## src/rtl/core/assert_macros.svh

```systemverilog
// ----------------------------------------------------------------------------
// Assertion macros
// Shorthand for the concurrent assertions used across the allocator RTL.
// ----------------------------------------------------------------------------
`ifndef ASSERT_MACROS_SVH
`define ASSERT_MACROS_SVH

// A property that must hold at every clock edge outside of reset.
`define FFSA_ASSERT(label, clk, rst_n, prop, msg) \
  label: assert property (@(posedge clk) disable iff (!rst_n) (prop)) \
    else $error(msg);

// An implication checked in the same cycle, outside of reset.
`define FFSA_ASSERT_IMPL(label, clk, rst_n, ante, cons, msg) \
  label: assert property (@(posedge clk) disable iff (!rst_n) (ante) |-> (cons)) \
    else $error(msg);

`endif

```

## src/rtl/core/ffsa_pkg.sv

```systemverilog
// ----------------------------------------------------------------------------
// ffsa_pkg
// Shared constants, codes and controller/datapath signal groups.
// ----------------------------------------------------------------------------
package ffsa_pkg;

  localparam int unsigned SEGMENTS_DEF  = 16;
  localparam int unsigned SIZE_BITS_DEF = 16;

  localparam int unsigned OWNER_W  = 8;
  localparam int unsigned ADDR_W   = 16;
  localparam int unsigned STATUS_W = 2;

  localparam logic [ADDR_W-1:0] TOTAL_SIZE_RST = 16'd2600;

  typedef enum logic [0:0] {
    OP_ALLOC   = 1'b0,
    OP_RELEASE = 1'b1
  } op_e;

  typedef enum logic [STATUS_W-1:0] {
    ST_OK         = 2'd0,
    ST_NO_SPACE   = 2'd1,
    ST_NO_OWNER   = 2'd2,
    ST_TABLE_FULL = 2'd3
  } status_e;

  // Read address source for the segment table.
  typedef enum logic [1:0] {
    RD_IDX  = 2'd0,
    RD_NEXT = 2'd1,
    RD_SRC  = 2'd2
  } rd_sel_e;

  // Kind of entry written into the segment table.
  typedef enum logic [2:0] {
    WR_NONE      = 3'd0,
    WR_EMPTY_OWN = 3'd1,
    WR_EMPTY_REM = 3'd2,
    WR_ALLOC_REM = 3'd3,
    WR_ALLOC_OWN = 3'd4,
    WR_REL_MERGE = 3'd5,
    WR_MOVE      = 3'd6
  } wr_sel_e;

  typedef struct packed {
    logic    in_ready;
    logic    accept;
    logic    rd_en;
    rd_sel_e rd_sel;
    wr_sel_e wr_sel;
    logic    scan_step;
    logic    hit_latch;
    logic    next_latch;
    logic    mv_setup_right;
    logic    mv_setup_left;
    logic    mv_step_right;
    logic    mv_step_left;
    logic    cnt_set1;
    logic    cnt_inc;
    logic    cnt_sub;
    logic    res_load;
    status_e res_status;
    logic    res_addr_hit;
  } ffsa_cmd_t;

  typedef struct packed {
    logic in_valid;
    logic in_release;
    logic count_zero;
    logic count_full;
    logic op_release;
    logic hit;
    logic fit_exact;
    logic empty_fits;
    logic empty_rem;
    logic last_entry;
    logic has_next;
    logic rel_n_zero;
    logic rel_left_more;
    logic mv_r_more;
    logic mv_l_more;
    logic out_busy;
  } ffsa_sts_t;

endpackage

```

## src/rtl/core/ffsa_req_if.sv

```systemverilog
// ----------------------------------------------------------------------------
// ffsa_req_if
// Request channel: operation, owner and requested size with valid/ready.
// ----------------------------------------------------------------------------
interface ffsa_req_if import ffsa_pkg::*; ();
  logic               valid;
  logic               ready;
  logic               operation;
  logic [OWNER_W-1:0] owner_id;
  logic [ADDR_W-1:0]  request_size;

  modport source (output valid, operation, owner_id, request_size, input ready);
  modport sink   (input valid, operation, owner_id, request_size, output ready);
endinterface

```

## src/rtl/core/ffsa_rsp_if.sv

```systemverilog
// ----------------------------------------------------------------------------
// ffsa_rsp_if
// Response channel: status and start address with valid/ready.
// ----------------------------------------------------------------------------
interface ffsa_rsp_if import ffsa_pkg::*; ();
  logic                valid;
  logic                ready;
  logic [STATUS_W-1:0] status;
  logic [ADDR_W-1:0]   start_address;

  modport source (output valid, status, start_address, input ready);
  modport sink   (input valid, status, start_address, output ready);
endinterface

```

## src/rtl/core/ffsa_cfg_if.sv

```systemverilog
// ----------------------------------------------------------------------------
// ffsa_cfg_if
// Configuration write channel for the managed region size.
// ----------------------------------------------------------------------------
interface ffsa_cfg_if import ffsa_pkg::*; ();
  logic              valid;
  logic              ready;
  logic [ADDR_W-1:0] total_size;

  modport source (output valid, total_size, input ready);
  modport sink   (input valid, total_size, output ready);
endinterface

```

## src/rtl/core/ffsa_ctrl.sv

```systemverilog
// ----------------------------------------------------------------------------
// ffsa_ctrl
// Sequencer for table scans, entry shifts and result handoff.
// ----------------------------------------------------------------------------
module ffsa_ctrl import ffsa_pkg::*; (
  input  logic      clk_i,
  input  logic      rst_ni,
  input  ffsa_sts_t sts_i,
  output ffsa_cmd_t cmd_o
);

  typedef enum logic [12:0] {
    S_IDLE        = 13'h0001,
    S_EMPTY_ALLOC = 13'h0002,
    S_EMPTY_REM   = 13'h0004,
    S_SCAN_RD     = 13'h0008,
    S_SCAN_CHK    = 13'h0010,
    S_NEXT_RD     = 13'h0020,
    S_NEXT_CHK    = 13'h0040,
    S_REL_WR      = 13'h0080,
    S_MV_RD       = 13'h0100,
    S_MV_WR       = 13'h0200,
    S_ALLOC_REM   = 13'h0400,
    S_ALLOC_OWN   = 13'h0800,
    S_FINISH      = 13'h1000
  } state_e;

  state_e  state_q, state_d;
  status_e res_status_q, res_status_d;
  logic    res_addr_hit_q, res_addr_hit_d;
  logic    mv_left_q, mv_left_d;

  always_comb begin
    state_d            = state_q;
    res_status_d       = res_status_q;
    res_addr_hit_d     = res_addr_hit_q;
    mv_left_d          = mv_left_q;
    cmd_o              = '0;
    cmd_o.rd_sel       = RD_IDX;
    cmd_o.wr_sel       = WR_NONE;
    cmd_o.res_status   = res_status_q;
    cmd_o.res_addr_hit = res_addr_hit_q;

    unique case (state_q)
      S_IDLE: begin
        cmd_o.in_ready = 1'b1;
        if (sts_i.in_valid) begin
          cmd_o.accept = 1'b1;
          if (!sts_i.count_zero) begin
            state_d = S_SCAN_RD;
          end else if (sts_i.in_release) begin
            res_status_d   = ST_NO_OWNER;
            res_addr_hit_d = 1'b0;
            state_d        = S_FINISH;
          end else begin
            state_d = S_EMPTY_ALLOC;
          end
        end
      end

      S_EMPTY_ALLOC: begin
        res_addr_hit_d = 1'b0;
        if (!sts_i.empty_fits) begin
          res_status_d = ST_NO_SPACE;
          state_d      = S_FINISH;
        end else begin
          cmd_o.wr_sel   = WR_EMPTY_OWN;
          cmd_o.cnt_set1 = 1'b1;
          res_status_d   = ST_OK;
          state_d        = sts_i.empty_rem ? S_EMPTY_REM : S_FINISH;
        end
      end

      S_EMPTY_REM: begin
        cmd_o.wr_sel  = WR_EMPTY_REM;
        cmd_o.cnt_inc = 1'b1;
        state_d       = S_FINISH;
      end

      S_SCAN_RD: begin
        cmd_o.rd_en  = 1'b1;
        cmd_o.rd_sel = RD_IDX;
        state_d      = S_SCAN_CHK;
      end

      S_SCAN_CHK: begin
        if (sts_i.hit) begin
          cmd_o.hit_latch = 1'b1;
          if (sts_i.op_release) begin
            state_d = sts_i.has_next ? S_NEXT_RD : S_REL_WR;
          end else if (sts_i.fit_exact) begin
            state_d = S_ALLOC_OWN;
          end else if (sts_i.count_full) begin
            res_status_d   = ST_TABLE_FULL;
            res_addr_hit_d = 1'b0;
            state_d        = S_FINISH;
          end else begin
            // The remainder needs a slot right after the hit, so the tail moves up.
            cmd_o.mv_setup_right = 1'b1;
            mv_left_d            = 1'b0;
            state_d              = sts_i.has_next ? S_MV_RD : S_ALLOC_REM;
          end
        end else begin
          cmd_o.scan_step = 1'b1;
          if (sts_i.last_entry) begin
            res_status_d   = sts_i.op_release ? ST_NO_OWNER : ST_NO_SPACE;
            res_addr_hit_d = 1'b0;
            state_d        = S_FINISH;
          end else begin
            state_d = S_SCAN_RD;
          end
        end
      end

      S_NEXT_RD: begin
        cmd_o.rd_en  = 1'b1;
        cmd_o.rd_sel = RD_NEXT;
        state_d      = S_NEXT_CHK;
      end

      S_NEXT_CHK: begin
        cmd_o.next_latch = 1'b1;
        state_d          = S_REL_WR;
      end

      S_REL_WR: begin
        cmd_o.wr_sel   = WR_REL_MERGE;
        res_status_d   = ST_OK;
        res_addr_hit_d = 1'b1;
        if (sts_i.rel_n_zero) begin
          state_d = S_FINISH;
        end else begin
          cmd_o.mv_setup_left = 1'b1;
          mv_left_d           = 1'b1;
          if (sts_i.rel_left_more) begin
            state_d = S_MV_RD;
          end else begin
            cmd_o.cnt_sub = 1'b1;
            state_d       = S_FINISH;
          end
        end
      end

      S_MV_RD: begin
        cmd_o.rd_en  = 1'b1;
        cmd_o.rd_sel = RD_SRC;
        state_d      = S_MV_WR;
      end

      S_MV_WR: begin
        cmd_o.wr_sel = WR_MOVE;
        if (mv_left_q) begin
          cmd_o.mv_step_left = 1'b1;
          if (sts_i.mv_l_more) begin
            state_d = S_MV_RD;
          end else begin
            cmd_o.cnt_sub = 1'b1;
            state_d       = S_FINISH;
          end
        end else begin
          cmd_o.mv_step_right = 1'b1;
          state_d             = sts_i.mv_r_more ? S_MV_RD : S_ALLOC_REM;
        end
      end

      S_ALLOC_REM: begin
        cmd_o.wr_sel  = WR_ALLOC_REM;
        cmd_o.cnt_inc = 1'b1;
        state_d       = S_ALLOC_OWN;
      end

      S_ALLOC_OWN: begin
        cmd_o.wr_sel   = WR_ALLOC_OWN;
        res_status_d   = ST_OK;
        res_addr_hit_d = 1'b1;
        state_d        = S_FINISH;
      end

      S_FINISH: begin
        if (!sts_i.out_busy) begin
          cmd_o.res_load = 1'b1;
          state_d        = S_IDLE;
        end
      end

      default: begin
        state_d = S_IDLE;
      end
    endcase
  end

  always_ff @(posedge clk_i or negedge rst_ni) begin
    if (!rst_ni) begin
      state_q        <= S_IDLE;
      res_status_q   <= ST_OK;
      res_addr_hit_q <= 1'b0;
      mv_left_q      <= 1'b0;
    end else begin
      state_q        <= state_d;
      res_status_q   <= res_status_d;
      res_addr_hit_q <= res_addr_hit_d;
      mv_left_q      <= mv_left_d;
    end
  end

endmodule

```

## src/rtl/core/ffsa_datapath.sv

```systemverilog
// ----------------------------------------------------------------------------
// ffsa_datapath
// Segment table memory, scan/shift pointers, count, size register and
// the registered response.
// ----------------------------------------------------------------------------
`include "assert_macros.svh"

module ffsa_datapath import ffsa_pkg::*; #(
  parameter int unsigned SEGMENTS  = SEGMENTS_DEF,
  parameter int unsigned SIZE_BITS = SIZE_BITS_DEF
) (
  input  logic       clk_i,
  input  logic       rst_ni,
  ffsa_req_if.sink   req_i,
  ffsa_rsp_if.source rsp_o,
  ffsa_cfg_if.sink   cfg_i,
  input  ffsa_cmd_t  cmd_i,
  output ffsa_sts_t  sts_o
);

  localparam int unsigned IW   = $clog2(SEGMENTS);
  localparam int unsigned CNTW = $clog2(SEGMENTS + 1);
  localparam int unsigned XW   = CNTW + 1;
  localparam int unsigned CW   = (SIZE_BITS > ADDR_W) ? SIZE_BITS : ADDR_W;
  localparam int unsigned EW   = 2 * SIZE_BITS + 1 + OWNER_W;
  localparam logic [CNTW-1:0] CNT_MAX = CNTW'(SEGMENTS);

  // Table entry layout: {start, length, free, owner}.
  logic [EW-1:0] mem_q [SEGMENTS];
  logic [EW-1:0] rdata_q;
  logic [EW-1:0] wr_data;
  logic [CNTW-1:0] wr_addr;
  logic [CNTW-1:0] rd_addr;
  logic            wr_en;

  logic [CNTW-1:0] cnt_q, cnt_d;
  logic [CNTW-1:0] idx_q, src_q, dst_q;
  logic [CNTW-1:0] idx_p1;
  logic [ADDR_W-1:0] total_q;

  op_e                op_q;
  logic [OWNER_W-1:0] owner_q;
  logic [ADDR_W-1:0]  req_q;

  logic                 prev_free_q, next_free_q;
  logic [SIZE_BITS-1:0] prev_st_q, prev_len_q;
  logic [SIZE_BITS-1:0] hit_st_q, hit_len_q, next_len_q;

  logic                rsp_valid_q;
  status_e             rsp_status_q;
  logic [ADDR_W-1:0]   rsp_addr_q;

  logic [SIZE_BITS-1:0] rd_st, rd_len;
  logic                 rd_free;
  logic [OWNER_W-1:0]   rd_owner;

  logic [CW-1:0] req_c, rd_len_c, hit_st_c, hit_len_c;
  logic [CW-1:0] rem_st_c, rem_len_c, tot_rem_c;
  logic [ADDR_W-1:0] tot_rem;
  logic [SIZE_BITS-1:0] req_w;
  logic [SIZE_BITS-1:0] next_add, sum_nl, sum_pnl;
  logic [1:0] rel_n;
  logic [XW-1:0] idx_x, dst_x, src_x, cnt_x, dst0_x, src0_x;

  assign rd_st    = rdata_q[EW-1 -: SIZE_BITS];
  assign rd_len   = rdata_q[EW-1-SIZE_BITS -: SIZE_BITS];
  assign rd_free  = rdata_q[OWNER_W];
  assign rd_owner = rdata_q[OWNER_W-1:0];

  assign req_c     = CW'(req_q);
  assign req_w     = req_c[SIZE_BITS-1:0];
  assign rd_len_c  = CW'(rd_len);
  assign hit_st_c  = CW'(hit_st_q);
  assign hit_len_c = CW'(hit_len_q);
  assign rem_st_c  = hit_st_c + req_c;
  assign rem_len_c = hit_len_c - req_c;
  assign tot_rem   = total_q - req_q;
  assign tot_rem_c = CW'(tot_rem);

  // Release merge: fold in a free successor, then a free predecessor.
  assign next_add = next_free_q ? next_len_q : '0;
  assign sum_nl   = hit_len_q + next_add;
  assign sum_pnl  = prev_len_q + sum_nl;
  assign rel_n    = {1'b0, prev_free_q} + {1'b0, next_free_q};

  assign idx_p1 = idx_q + 1'b1;
  assign idx_x  = XW'(idx_q);
  assign dst_x  = XW'(dst_q);
  assign src_x  = XW'(src_q);
  assign cnt_x  = XW'(cnt_q);
  assign dst0_x = prev_free_q ? idx_x : idx_x + XW'(1);
  assign src0_x = dst0_x + XW'(rel_n);

  // Status toward the controller.
  always_comb begin
    sts_o.in_valid      = req_i.valid;
    sts_o.in_release    = (req_i.operation == OP_RELEASE);
    sts_o.count_zero    = (cnt_q == '0);
    sts_o.count_full    = (cnt_q == CNT_MAX);
    sts_o.op_release    = (op_q == OP_RELEASE);
    sts_o.hit           = (op_q == OP_RELEASE) ? (!rd_free && (rd_owner == owner_q))
                                               : (rd_free && (rd_len_c >= req_c));
    sts_o.fit_exact     = (rd_len_c == req_c);
    sts_o.empty_fits    = (req_q <= total_q);
    sts_o.empty_rem     = (req_q < total_q);
    sts_o.last_entry    = (idx_p1 == cnt_q);
    sts_o.has_next      = (idx_p1 < cnt_q);
    sts_o.rel_n_zero    = (rel_n == 2'd0);
    sts_o.rel_left_more = (src0_x < cnt_x);
    sts_o.mv_r_more     = (dst_x > idx_x + XW'(2));
    sts_o.mv_l_more     = (src_x + XW'(1) < cnt_x);
    sts_o.out_busy      = rsp_valid_q && !rsp_o.ready;
  end

  // Table write port.
  always_comb begin
    wr_en   = 1'b1;
    wr_addr = idx_q;
    wr_data = rdata_q;
    unique case (cmd_i.wr_sel)
      WR_NONE: begin
        wr_en = 1'b0;
      end
      WR_EMPTY_OWN: begin
        wr_addr = '0;
        wr_data = {{SIZE_BITS{1'b0}}, req_w, 1'b0, owner_q};
      end
      WR_EMPTY_REM: begin
        wr_addr = CNTW'(1);
        wr_data = {req_w, tot_rem_c[SIZE_BITS-1:0], 1'b1, {OWNER_W{1'b0}}};
      end
      WR_ALLOC_REM: begin
        wr_addr = idx_p1;
        wr_data = {rem_st_c[SIZE_BITS-1:0], rem_len_c[SIZE_BITS-1:0], 1'b1,
                   {OWNER_W{1'b0}}};
      end
      WR_ALLOC_OWN: begin
        wr_addr = idx_q;
        wr_data = {hit_st_q, req_w, 1'b0, owner_q};
      end
      WR_REL_MERGE: begin
        if (prev_free_q) begin
          wr_addr = idx_q - 1'b1;
          wr_data = {prev_st_q, sum_pnl, 1'b1, {OWNER_W{1'b0}}};
        end else begin
          wr_addr = idx_q;
          wr_data = {hit_st_q, sum_nl, 1'b1, {OWNER_W{1'b0}}};
        end
      end
      WR_MOVE: begin
        wr_addr = dst_q;
        wr_data = rdata_q;
      end
      default: begin
        wr_en = 1'b0;
      end
    endcase
  end

  always_comb begin
    unique case (cmd_i.rd_sel)
      RD_IDX:  rd_addr = idx_q;
      RD_NEXT: rd_addr = idx_p1;
      RD_SRC:  rd_addr = src_q;
      default: rd_addr = idx_q;
    endcase
  end

  always_ff @(posedge clk_i) begin
    if (wr_en) begin
      mem_q[wr_addr[IW-1:0]] <= wr_data;
    end
    if (cmd_i.rd_en) begin
      rdata_q <= mem_q[rd_addr[IW-1:0]];
    end
  end

  // Request, scan and shift registers.
  always_ff @(posedge clk_i) begin
    if (cmd_i.accept) begin
      op_q        <= op_e'(req_i.operation);
      owner_q     <= req_i.owner_id;
      req_q       <= req_i.request_size;
      idx_q       <= '0;
      prev_free_q <= 1'b0;
    end
    if (cmd_i.scan_step) begin
      prev_free_q <= rd_free;
      prev_st_q   <= rd_st;
      prev_len_q  <= rd_len;
      idx_q       <= idx_p1;
    end
    if (cmd_i.hit_latch) begin
      hit_st_q    <= rd_st;
      hit_len_q   <= rd_len;
      next_free_q <= 1'b0;
    end
    if (cmd_i.next_latch) begin
      next_free_q <= rd_free;
      next_len_q  <= rd_len;
    end
    if (cmd_i.mv_setup_right) begin
      dst_q <= cnt_q;
      src_q <= cnt_q - 1'b1;
    end
    if (cmd_i.mv_setup_left) begin
      dst_q <= dst0_x[CNTW-1:0];
      src_q <= src0_x[CNTW-1:0];
    end
    if (cmd_i.mv_step_right) begin
      dst_q <= dst_q - 1'b1;
      src_q <= src_q - 1'b1;
    end
    if (cmd_i.mv_step_left) begin
      dst_q <= dst_q + 1'b1;
      src_q <= src_q + 1'b1;
    end
    if (cmd_i.res_load) begin
      rsp_status_q <= cmd_i.res_status;
      rsp_addr_q   <= cmd_i.res_addr_hit ? hit_st_c[ADDR_W-1:0] : '0;
    end
  end

  always_comb begin
    cnt_d = cnt_q;
    if (cmd_i.cnt_set1) begin
      cnt_d = CNTW'(1);
    end else if (cmd_i.cnt_inc) begin
      cnt_d = cnt_q + 1'b1;
    end else if (cmd_i.cnt_sub) begin
      cnt_d = cnt_q - CNTW'(rel_n);
    end
  end

  always_ff @(posedge clk_i or negedge rst_ni) begin
    if (!rst_ni) begin
      cnt_q       <= '0;
      total_q     <= TOTAL_SIZE_RST;
      rsp_valid_q <= 1'b0;
    end else begin
      cnt_q <= cnt_d;
      if (cfg_i.valid) begin
        total_q <= cfg_i.total_size;
      end
      if (cmd_i.res_load) begin
        rsp_valid_q <= 1'b1;
      end else if (rsp_o.ready) begin
        rsp_valid_q <= 1'b0;
      end
    end
  end

  assign req_i.ready         = cmd_i.in_ready;
  assign cfg_i.ready         = 1'b1;
  assign rsp_o.valid         = rsp_valid_q;
  assign rsp_o.status        = rsp_status_q;
  assign rsp_o.start_address = rsp_addr_q;

  `FFSA_ASSERT_IMPL(a_fail_addr_zero, clk_i, rst_ni, rsp_valid_q && (rsp_status_q != ST_OK), rsp_addr_q == '0, "failed transaction carries a nonzero address")
  `FFSA_ASSERT_IMPL(a_wr_in_range, clk_i, rst_ni, wr_en, wr_addr <= cnt_q, "table write beyond the occupied entries")
  `FFSA_ASSERT(a_cnt_bound, clk_i, rst_ni, cnt_q <= CNT_MAX, "segment count exceeds table depth")
  `FFSA_ASSERT_IMPL(a_no_overwrite, clk_i, rst_ni, cmd_i.res_load, !(rsp_valid_q && !rsp_o.ready), "response overwritten while still pending")

endmodule

```

## src/rtl/core/first_fit_segment_allocator.sv

```systemverilog
// ----------------------------------------------------------------------------
// first_fit_segment_allocator
// First-fit segment allocator with coalescing of freed neighbors.
// ----------------------------------------------------------------------------
// One request is handled at a time. The scan reads each table entry in a read
// state and checks it in a check state, since the segment table has a registered
// read; every entry shifted to make room for a split remainder or to close a
// merged entry is likewise read and then written back. An allocation on an
// empty table needs no scan. A finished request waits until the previous
// response has left the output register. The response sits in an output
// register, and the next request is taken as soon as the previous result is
// loaded there. The region size register may be written at any time the block
// is idle and is only used while the table is empty.
module first_fit_segment_allocator import ffsa_pkg::*; #(
  parameter int unsigned SEGMENTS  = SEGMENTS_DEF,
  parameter int unsigned SIZE_BITS = SIZE_BITS_DEF
) (
  input  logic       clk_i,
  input  logic       rst_ni,
  ffsa_req_if.sink   req_i,
  ffsa_rsp_if.source rsp_o,
  ffsa_cfg_if.sink   cfg_i
);

  ffsa_cmd_t cmd;
  ffsa_sts_t sts;

  ffsa_ctrl u_ctrl (
    .clk_i  (clk_i),
    .rst_ni (rst_ni),
    .sts_i  (sts),
    .cmd_o  (cmd)
  );

  ffsa_datapath #(
    .SEGMENTS  (SEGMENTS),
    .SIZE_BITS (SIZE_BITS)
  ) u_datapath (
    .clk_i  (clk_i),
    .rst_ni (rst_ni),
    .req_i  (req_i),
    .rsp_o  (rsp_o),
    .cfg_i  (cfg_i),
    .cmd_i  (cmd),
    .sts_o  (sts)
  );

endmodule
```

## src/flat_wrapper.sv

```systemverilog
// flat-port wrapper written by rule: the top's interface ports become plain ports
module first_fit_segment_allocator_flat import ffsa_pkg::*;
#(
  parameter int unsigned SEGMENTS  = SEGMENTS_DEF,
  parameter int unsigned SIZE_BITS = SIZE_BITS_DEF
)
  (clk_i, rst_ni, req_i_valid, req_i_operation, req_i_owner_id, req_i_request_size, req_i_ready, rsp_o_valid, rsp_o_status, rsp_o_start_address, rsp_o_ready, cfg_i_valid, cfg_i_total_size, cfg_i_ready);
  ffsa_req_if req_i_i ();
  ffsa_rsp_if rsp_o_i ();
  ffsa_cfg_if cfg_i_i ();
  input  logic clk_i;
  input  logic rst_ni;
  input wire logic [$bits(req_i_i.valid)-1:0] req_i_valid;
  input wire logic [$bits(req_i_i.operation)-1:0] req_i_operation;
  input wire logic [$bits(req_i_i.owner_id)-1:0] req_i_owner_id;
  input wire logic [$bits(req_i_i.request_size)-1:0] req_i_request_size;
  output wire logic [$bits(req_i_i.ready)-1:0] req_i_ready;
  output wire logic [$bits(rsp_o_i.valid)-1:0] rsp_o_valid;
  output wire logic [$bits(rsp_o_i.status)-1:0] rsp_o_status;
  output wire logic [$bits(rsp_o_i.start_address)-1:0] rsp_o_start_address;
  input wire logic [$bits(rsp_o_i.ready)-1:0] rsp_o_ready;
  input wire logic [$bits(cfg_i_i.valid)-1:0] cfg_i_valid;
  input wire logic [$bits(cfg_i_i.total_size)-1:0] cfg_i_total_size;
  output wire logic [$bits(cfg_i_i.ready)-1:0] cfg_i_ready;
  assign req_i_i.valid = req_i_valid;
  assign req_i_i.operation = req_i_operation;
  assign req_i_i.owner_id = req_i_owner_id;
  assign req_i_i.request_size = req_i_request_size;
  assign req_i_ready = req_i_i.ready;
  assign rsp_o_valid = rsp_o_i.valid;
  assign rsp_o_status = rsp_o_i.status;
  assign rsp_o_start_address = rsp_o_i.start_address;
  assign rsp_o_i.ready = rsp_o_ready;
  assign cfg_i_i.valid = cfg_i_valid;
  assign cfg_i_i.total_size = cfg_i_total_size;
  assign cfg_i_ready = cfg_i_i.ready;
  first_fit_segment_allocator #(.SEGMENTS(SEGMENTS), .SIZE_BITS(SIZE_BITS)) u_core (.clk_i(clk_i), .rst_ni(rst_ni), .req_i(req_i_i), .rsp_o(rsp_o_i), .cfg_i(cfg_i_i));
endmodule
```

## config.mk

```make
export PLATFORM = sky130hd
export DESIGN_NAME = first_fit_segment_allocator_flat
export DESIGN_NICKNAME = d
export VERILOG_FILES = /design/src/rtl/core/ffsa_pkg.sv /design/src/rtl/core/ffsa_req_if.sv /design/src/rtl/core/ffsa_rsp_if.sv /design/src/rtl/core/ffsa_cfg_if.sv /design/src/rtl/core/ffsa_ctrl.sv /design/src/rtl/core/ffsa_datapath.sv /design/src/rtl/core/first_fit_segment_allocator.sv /design/src/flat_wrapper.sv
export VERILOG_INCLUDE_DIRS = /design/src /design/src/rtl/core
export SDC_FILE = /design/constraint.sdc
export NUM_CORES = 1
export LEC_CHECK = 0
export ABC_AREA = 1
export BUFFER_PORTS_ARGS = -buffer_cell sky130_fd_sc_hd__buf_2
export CELL_PAD_IN_SITES_DETAIL_PLACEMENT = 0
export CELL_PAD_IN_SITES_GLOBAL_PLACEMENT = 2
export CORE_UTILIZATION = 39
export CTS_CLUSTER_DIAMETER = 50
export DETAILED_ROUTE_END_ITERATION = 8
export MAX_ROUTING_LAYER = met4
export PLACE_DENSITY_LB_ADDON = 0.1
export SYNTH_ARGS = -nofsm -noshare
export SYNTH_HDL_FRONTEND = slang
export SYNTH_SLANG_ARGS = --single-unit
```

## constraint.sdc

```tcl
create_clock -name clk_i -period 4.6 [get_ports clk_i]
set_input_delay 0.46 -clock clk_i [delete_from_list [all_inputs] [get_ports clk_i]]
set_output_delay 0.46 -clock clk_i [all_outputs]
set_load 0.05 [all_outputs]
```

==> results of run 1 <==
## critical path, cell delays in order (launching register included)
cell      delay [ns]
edfxtp_1        0.34
buf_4           0.22
nand2_1         0.13
fa_1            0.41
o21ai_0         0.19
buf_4           0.16
nand2_1         0.05
nand2_1         0.10
inv_1           0.05
o21bai_1        0.15
xnor2_1         0.20
inv_1           0.13
ha_1            0.35
a21oi_1         0.13
nand2_1         0.08
a21oi_1         0.22
nand2_1         0.09
nand2_1         0.06
nand3_1         0.06
nand2_1         0.09
nand3_1         0.20
nand4_1         0.16
nand2_1         0.09
inv_1           0.33
## cell type report
| type | instances | area [sq um] | area share (%) |
|---|---|---|---|
| clock buffer | 125 | 2890 | 5.97 |
| tap | 1380 | 1730 | 3.56 |
| sequential | 876 | 26100 | 53.9 |
| antenna | 1 | 2.50 | 0.00516 |
| inverter | 273 | 1040 | 2.15 |
| clock inverter | 85 | 941 | 1.94 |
| timing repair buffer | 253 | 2380 | 4.91 |
| multi-input combinational | 2301 | 13400 | 27.6 |
## metrics by stage
| step | TNS, ns | worst slack [ns] |
|---|---|---|
| 2_1_floorplan | 0 | 0.312 |
| 3_3_place_gp | 0 | 0.228 |
| 3_5_place_dp | 0 | 0.281 |
| 4_1_cts | 0 | 0.247 |
| 5_1_grt | -0.599 | -0.0443 |
| 6_report | 0 | 0.334 |
## metal layers
metal | track usage [%] | share of wire [%] | vias to the layer above
li1 | - | - | 13600
met1 | 34.7 | 45 | 14700
met2 | 39.5 | 46 | 835
met3 | 3.61 | 5.5 | 207
met4 | 8.29 | 3.0 | 0
met5 | - | 0 | -
## cells in the final DEF (no fill, tap or decap), types with 23 or more instances in the layout
cell type / n
a21oi_1: 114
buf_12: 43
buf_2: 65
buf_4: 104
clkbuf_16: 114
clkinv_2: 23
dfrtp_1: 34
dlygate4sd3_1: 41
edfxtp_1: 837
ha_1: 133
inv_1: 257
mux2i_1: 41
nand2_1: 480
nand3_1: 156
nor2_1: 477
nor3_1: 25
o211ai_1: 99
o21ai_0: 268
o221ai_1: 82
o32ai_1: 84
or2_2: 70
xor2_1: 28
## report_power, final
group	switching [uW]	leakage [uW]	internal [uW]
clock	3630	0.00186	5340
sequential	284	0.00804	9310
combinational	4220	0.00820	1930
## cell families after synthesis
logic type | count (synthesis) | share of synthesized area (%)
other | 1 | 0.00914
multiplexers | 56 | 1.41
AO/OA/AOI/OAI | 761 | 12.0
flip-flops | 876 | 63.6
adder cells (fa/ha/maj) | 140 | 4.40
XOR/XNOR | 48 | 1.04
buffers and inverters | 435 | 4.22
AND/OR/NAND/NOR | 1295 | 13.3
## what timing repair did
item | 4_1_cts | 5_1_grt
hold buffers | 41 | 0
gates resized for setup | 0 | 3
setup endpoints to repair | 0 | 64
endpoints found under the hold margin | 74 | 0
## how the worst max path moves through the flow
stage | end | start
after CTS | u_core.u_datapath.mem_q[0][18] | u_core.u_datapath.next_free_q
after global routing | u_core.u_datapath.mem_q[8][24] | u_core.u_datapath.next_free_q
after global placement | u_core.u_datapath.mem_q[9][20] | u_core.u_datapath.next_free_q
final | u_core.u_datapath.mem_q[11][24] | u_core.u_datapath.next_free_q
after detailed placement | u_core.u_datapath.mem_q[3][20] | u_core.u_datapath.next_free_q
after floorplan | u_core.u_datapath.mem_q[4][0] | u_core.u_datapath.req_c[0]
==> impl_metrics.json, run 1 <==
{
  "synth_most_common_cell": "edfxtp_1",
  "r2r_start": "u_core.u_datapath.next_free_q",
  "area_growth_pct": 18.1,
  "synth_top_cell_by_area": "edfxtp_1",
  "synthFlopType": "edfxtp_1",
  "post_route_cells_drive_above_1_share_pct": 14.3,
  "grt_pass1_wl_mm": 194,
  "cts.sinks": 876,
  "grt_setup_unrepaired": "yes",
  "powerDensity_nw_per_um2": 510,
  "fin_area_sq_um": 48500,
  "synth_warnings": 0,
  "setup_viol_count_final": 0,
  "grt_max_degree": 175,
  "drc_errors": 0,
  "period_minus_slack_ns": 4.27,
  "clock.fmax_ghz": 0.234,
  "synth_edf_count": 837,
  "drtIter0Drc": 2700,
  "fin_skew_ns": 0.0271,
  "io_buffer_count": 65,
  "antenna_found_initial": 3,
  "vias": 29300,
  "critPathCaptureType": "flip-flop",
  "worstPathRequired_ns": 5.05,
  "hpwl_mm": 86.2,
  "synth.avg_cell_area_sq_um": 11.4,
  "synth-async-reset-ratio_pct": 4.45,
  "p_leak_uw": 0.0181,
  "total_power_uw": 24700,
  "cp_max_fo": 17,
  "fp.dieArea_sq_um": 107000,
  "r2r_cells": 23,
  "whs_endpoint": "u_core.u_datapath.rsp_o.valid",
  "ys_seq_area_share_pct": 63.6,
  "grt-ovfl-total": 0,
  "nets": 4004,
  "grt_usage_pct": 25.5,
  "fp.dieH_um": 326,
  "num_io_pins": 67,
  "finalWirelength_mm": 133,
  "hold_depth": 4,
  "cts_setup_buffers": 0,
  "largest_reg_flops": 656,
  "synth_top_area_share_pct": 61.2,
  "post-route-util_pct": 46.6,
  "critPathKind": "flip-flop to flip-flop",
  "synthTopCellsByArea": "edfxtp_1 61%, nor2_1 4.6%, nand2_1 4.4%, ha_1 4.1%, o21ai_0 3.3%",
  "ys_types": 61,
  "clkTransAtPathRegs_ns": 0.06,
  "worst-slew-pin-transition_ns": 1.09,
  "relSlewSlack_pct": 26.4,
  "synth_area_sq_um": 41000,
  "start_kind": "flip-flop",
  "htree_levels": 3,
  "cts-buffers-inserted": 113,
  "arrival_ns": 4.71,
  "ys_seq_elements": 876,
  "hold_ws_ns": 0.0572,
  "netlist_instances": 3612,
  "cap_violations": 0,
  "reg2reg_to": "u_core.u_datapath.mem_q[11][24]",
  "num_rows": 118,
  "fin_crit_sh_pct": 92.7,
  "hp-start": "rsp_o_ready",
  "status": "finished clean",
  "max-vdd-ir-drop_uv": 466,
  "clkLatencyLatePin_ns": 0.71,
  "slew_violations": 0,
  "grt_pass1_vias": 28500,
  "max-clock-path-buffers": 3,
  "r2r_setup_slack_ns": 0.33,
  "drtPass1Iterations": 7,
  "ant_nets": 0,
  "fin_cells": 5294,
  "synth_nets": 3798,
  "initial_core_util_pct": 39.5,
  "place_congestion": 0.897,
  "vias_per_cell": 5.53,
  "die_w_um": 326,
  "postPlaceCellArea_sq_um": 44200,
  "design.core.area_sq_um": 104000,
  "ys_top_cells_by_count": "837 x edfxtp_1, 498 x nor2_1, 481 x nand2_1",
  "wl_per_cell_um": 25.1,
  "dp.cells": 5042,
  "fillers": 9586,
  "cts_root_buf": "clkbuf_16",
  "hp-class": "primary input to flip-flop",
  "finalHoldViolCount": 0,
  "cts_tree": "done"
}
Power figures use the tool's default switching activity.
==> run 2: changes to the inputs <==
--- a/config.mk
+++ b/config.mk
@@ -10,11 +10,12 @@
 export BUFFER_PORTS_ARGS = -buffer_cell sky130_fd_sc_hd__buf_2
 export CELL_PAD_IN_SITES_DETAIL_PLACEMENT = 0
 export CELL_PAD_IN_SITES_GLOBAL_PLACEMENT = 2
-export CORE_UTILIZATION = 39
+export CORE_UTILIZATION = 33
 export CTS_CLUSTER_DIAMETER = 50
 export DETAILED_ROUTE_END_ITERATION = 8
 export MAX_ROUTING_LAYER = met4
 export PLACE_DENSITY_LB_ADDON = 0.1
+export SLEW_MARGIN = 25
 export SYNTH_ARGS = -nofsm -noshare
 export SYNTH_HDL_FRONTEND = slang
 export SYNTH_SLANG_ARGS = --single-unit
==> constraint.sdc (replaced) <==
create_clock -name clk_i -period 5.2 [get_ports clk_i]
set_input_delay 0.52 -clock clk_i [delete_from_list [all_inputs] [get_ports clk_i]]
set_output_delay 0.52 -clock clk_i [all_outputs]
set_load 0.05 [all_outputs]
==> impl_metrics.json, run 2 (synthesis gave the netlist of run 1 again) <==
{
  "fin_area_sq_um": 48300,
  "worst-slew-pin-transition_ns": 1.12,
  "hold_ws_ns": 0.0452,
  "postPlaceCellArea_sq_um": 44200,
  "fin_crit_sh_pct": 90.2,
  "status": "finished clean",
  "design.core.area_sq_um": 123000,
  "hpwl_mm": 86.9,
  "cts-buffers-inserted": 112,
  "grt_max_degree": 149,
  "critPathCaptureType": "flip-flop",
  "powerDensity_nw_per_um2": 450,
  "antenna_found_initial": 1,
  "cts.sinks": 876,
  "vias": 28800,
  "area_growth_pct": 17.6,
  "fp.dieArea_sq_um": 126000,
  "final.setup.tns_ns": 0,
  "diodes": 0,
  "wl_per_cell_um": 24.7,
  "clkLatencyLatePin_ns": 0.73,
  "max-vdd-ir-drop_uv": 317,
  "hp-class": "primary input to flip-flop",
  "cap_violations": 0,
  "clock.fmax_ghz": 0.213,
  "num_io_pins": 67,
  "worstPathRequired_ns": 5.45,
  "post_route_cells_drive_above_1_share_pct": 13.2,
  "period_minus_slack_ns": 4.69,
  "drtPass1Iterations": 5,
  "clkTransAtPathRegs_ns": 0.06,
  "slew_violations": 0,
  "start_kind": "flip-flop",
  "place_congestion": 0.883,
  "cts_tree": "done",
  "ant_nets": 0,
  "htree_levels": 3,
  "layout_commonest_cell": "edfxtp_1",
  "grt-ovfl-total": 0,
  "finalHoldViolCount": 0,
  "post-route-util_pct": 39.1,
  "die_w_um": 355,
  "fp.dieH_um": 355,
  "mostFrequentLayoutCells": "837 x edfxtp_1, 480 x nand2_1, 477 x nor2_1",
  "largest_reg_flops": 656,
  "vias_per_cell": 5.24,
  "num_rows": 129,
  "cts_resized": 0,
  "critPathKind": "flip-flop to flip-flop",
  "grt_pass1_wl_mm": 198,
  "grt_pass1_vias": 28500,
  "arrival_ns": 4.95,
  "cp_max_fo": 16,
  "grt_setup_unrepaired": "no",
  "max-clock-path-buffers": 3,
  "initial_core_util_pct": 33.2,
  "cts_root_buf": "clkbuf_16",
  "fin_skew_ns": 0.0245,
  "drtIter0Drc": 2292,
  "finalWirelength_mm": 136,
  "grt_usage_pct": 22.1,
  "io_buffer_count": 65,
  "drc_errors": 0,
  "nets": 3955,
  "p_leak_uw": 0.0178,
  "setup_viol_count_final": 0,
  "ctsHoldBuffers": 32,
  "relSlewSlack_pct": 25.5,
  "cts_setup_buffers": 0
}
run 2: metal layers:
metal	global-route usage, %	part of all wire, %	up-vias
li1	-	-	13500
met1	29.8	46	14500
met2	35.4	47	673
met3	2.33	4.1	171
met4	5.91	2.2	0
met5	-	0	-
run 2: through the flow:
| stage | setup WS (ns) | cells | power [uW] |
|---|---|---|---|
| after floorplan | 0.912 | 3612 | 12100 |
| after global placement | 0.300 | 5259 | 14100 |
| after detailed placement | 0.204 | 5260 | 14100 |
| after CTS | 0.143 | 5498 | 22000 |
| after global routing | 0.00126 | 5498 | 22800 |
| final | 0.507 | 5498 | 21700 |
run 2: final timing paths:
| kind | from | to | slack [ns] | cells past startpoint |
|---|---|---|---|---|
| worst min-delay path | cfg_i_total_size[13] | u_core.u_datapath.total_q[13] | 0.05 | 2 |
| min in group asynchronous | rst_ni | u_core.u_datapath.cnt_q[3] | 0.33 | 2 |
| max in group asynchronous | rst_ni | u_core.u_datapath.total_q[11] | 4.48 | 2 |
| worst min register to register | u_core.u_ctrl.res_status_q[1] | u_core.u_datapath.rsp_o.status[1] | 0.46 | 0 |
| worst max-delay path | u_core.u_datapath.next_free_q | u_core.u_datapath.mem_q[3][23] | 0.51 | 22 |
| worst max register to register | u_core.u_datapath.next_free_q | u_core.u_datapath.mem_q[3][23] | 0.51 | 22 |
run 2: where the power goes:
group | total, uW | leakage [uW] | switching, uW | internal (uW)
logic | 5480 | 0.00796 | 3780 | 1690
clock network | 7760 | 0.00182 | 3180 | 4580
registers | 8510 | 0.00804 | 274 | 8240
run 2: layout make-up:
type,instances,area [sq um]
repair buffers,205,1910
fillers,11900,75200
clock buffers,127,2920
well taps,1637,2050
clock inverters,79,847
flip-flops and latches,876,26100
inverters,273,1040
multi-input cells,2301,13400
run 2: critical path, stage by stage, from the launching register on:
cell and delay, ns:
edfxtp_1 0.48, nand2_1 0.09, inv_1 0.08, ha_1 0.17
inv_1 0.06, fa_1 0.43, o21ai_0 0.32, nand2_1 0.09
nand2_1 0.14, inv_1 0.05, o21bai_1 0.15, xnor2_1 0.18
inv_1 0.11, ha_1 0.30, nand2_1 0.10, nor4_1 0.28
nand2_1 0.13, nand3_1 0.12, nand3_1 0.10, nand3_1 0.18
nand2_1 0.07, nor2_1 0.09, nand3_1 0.47
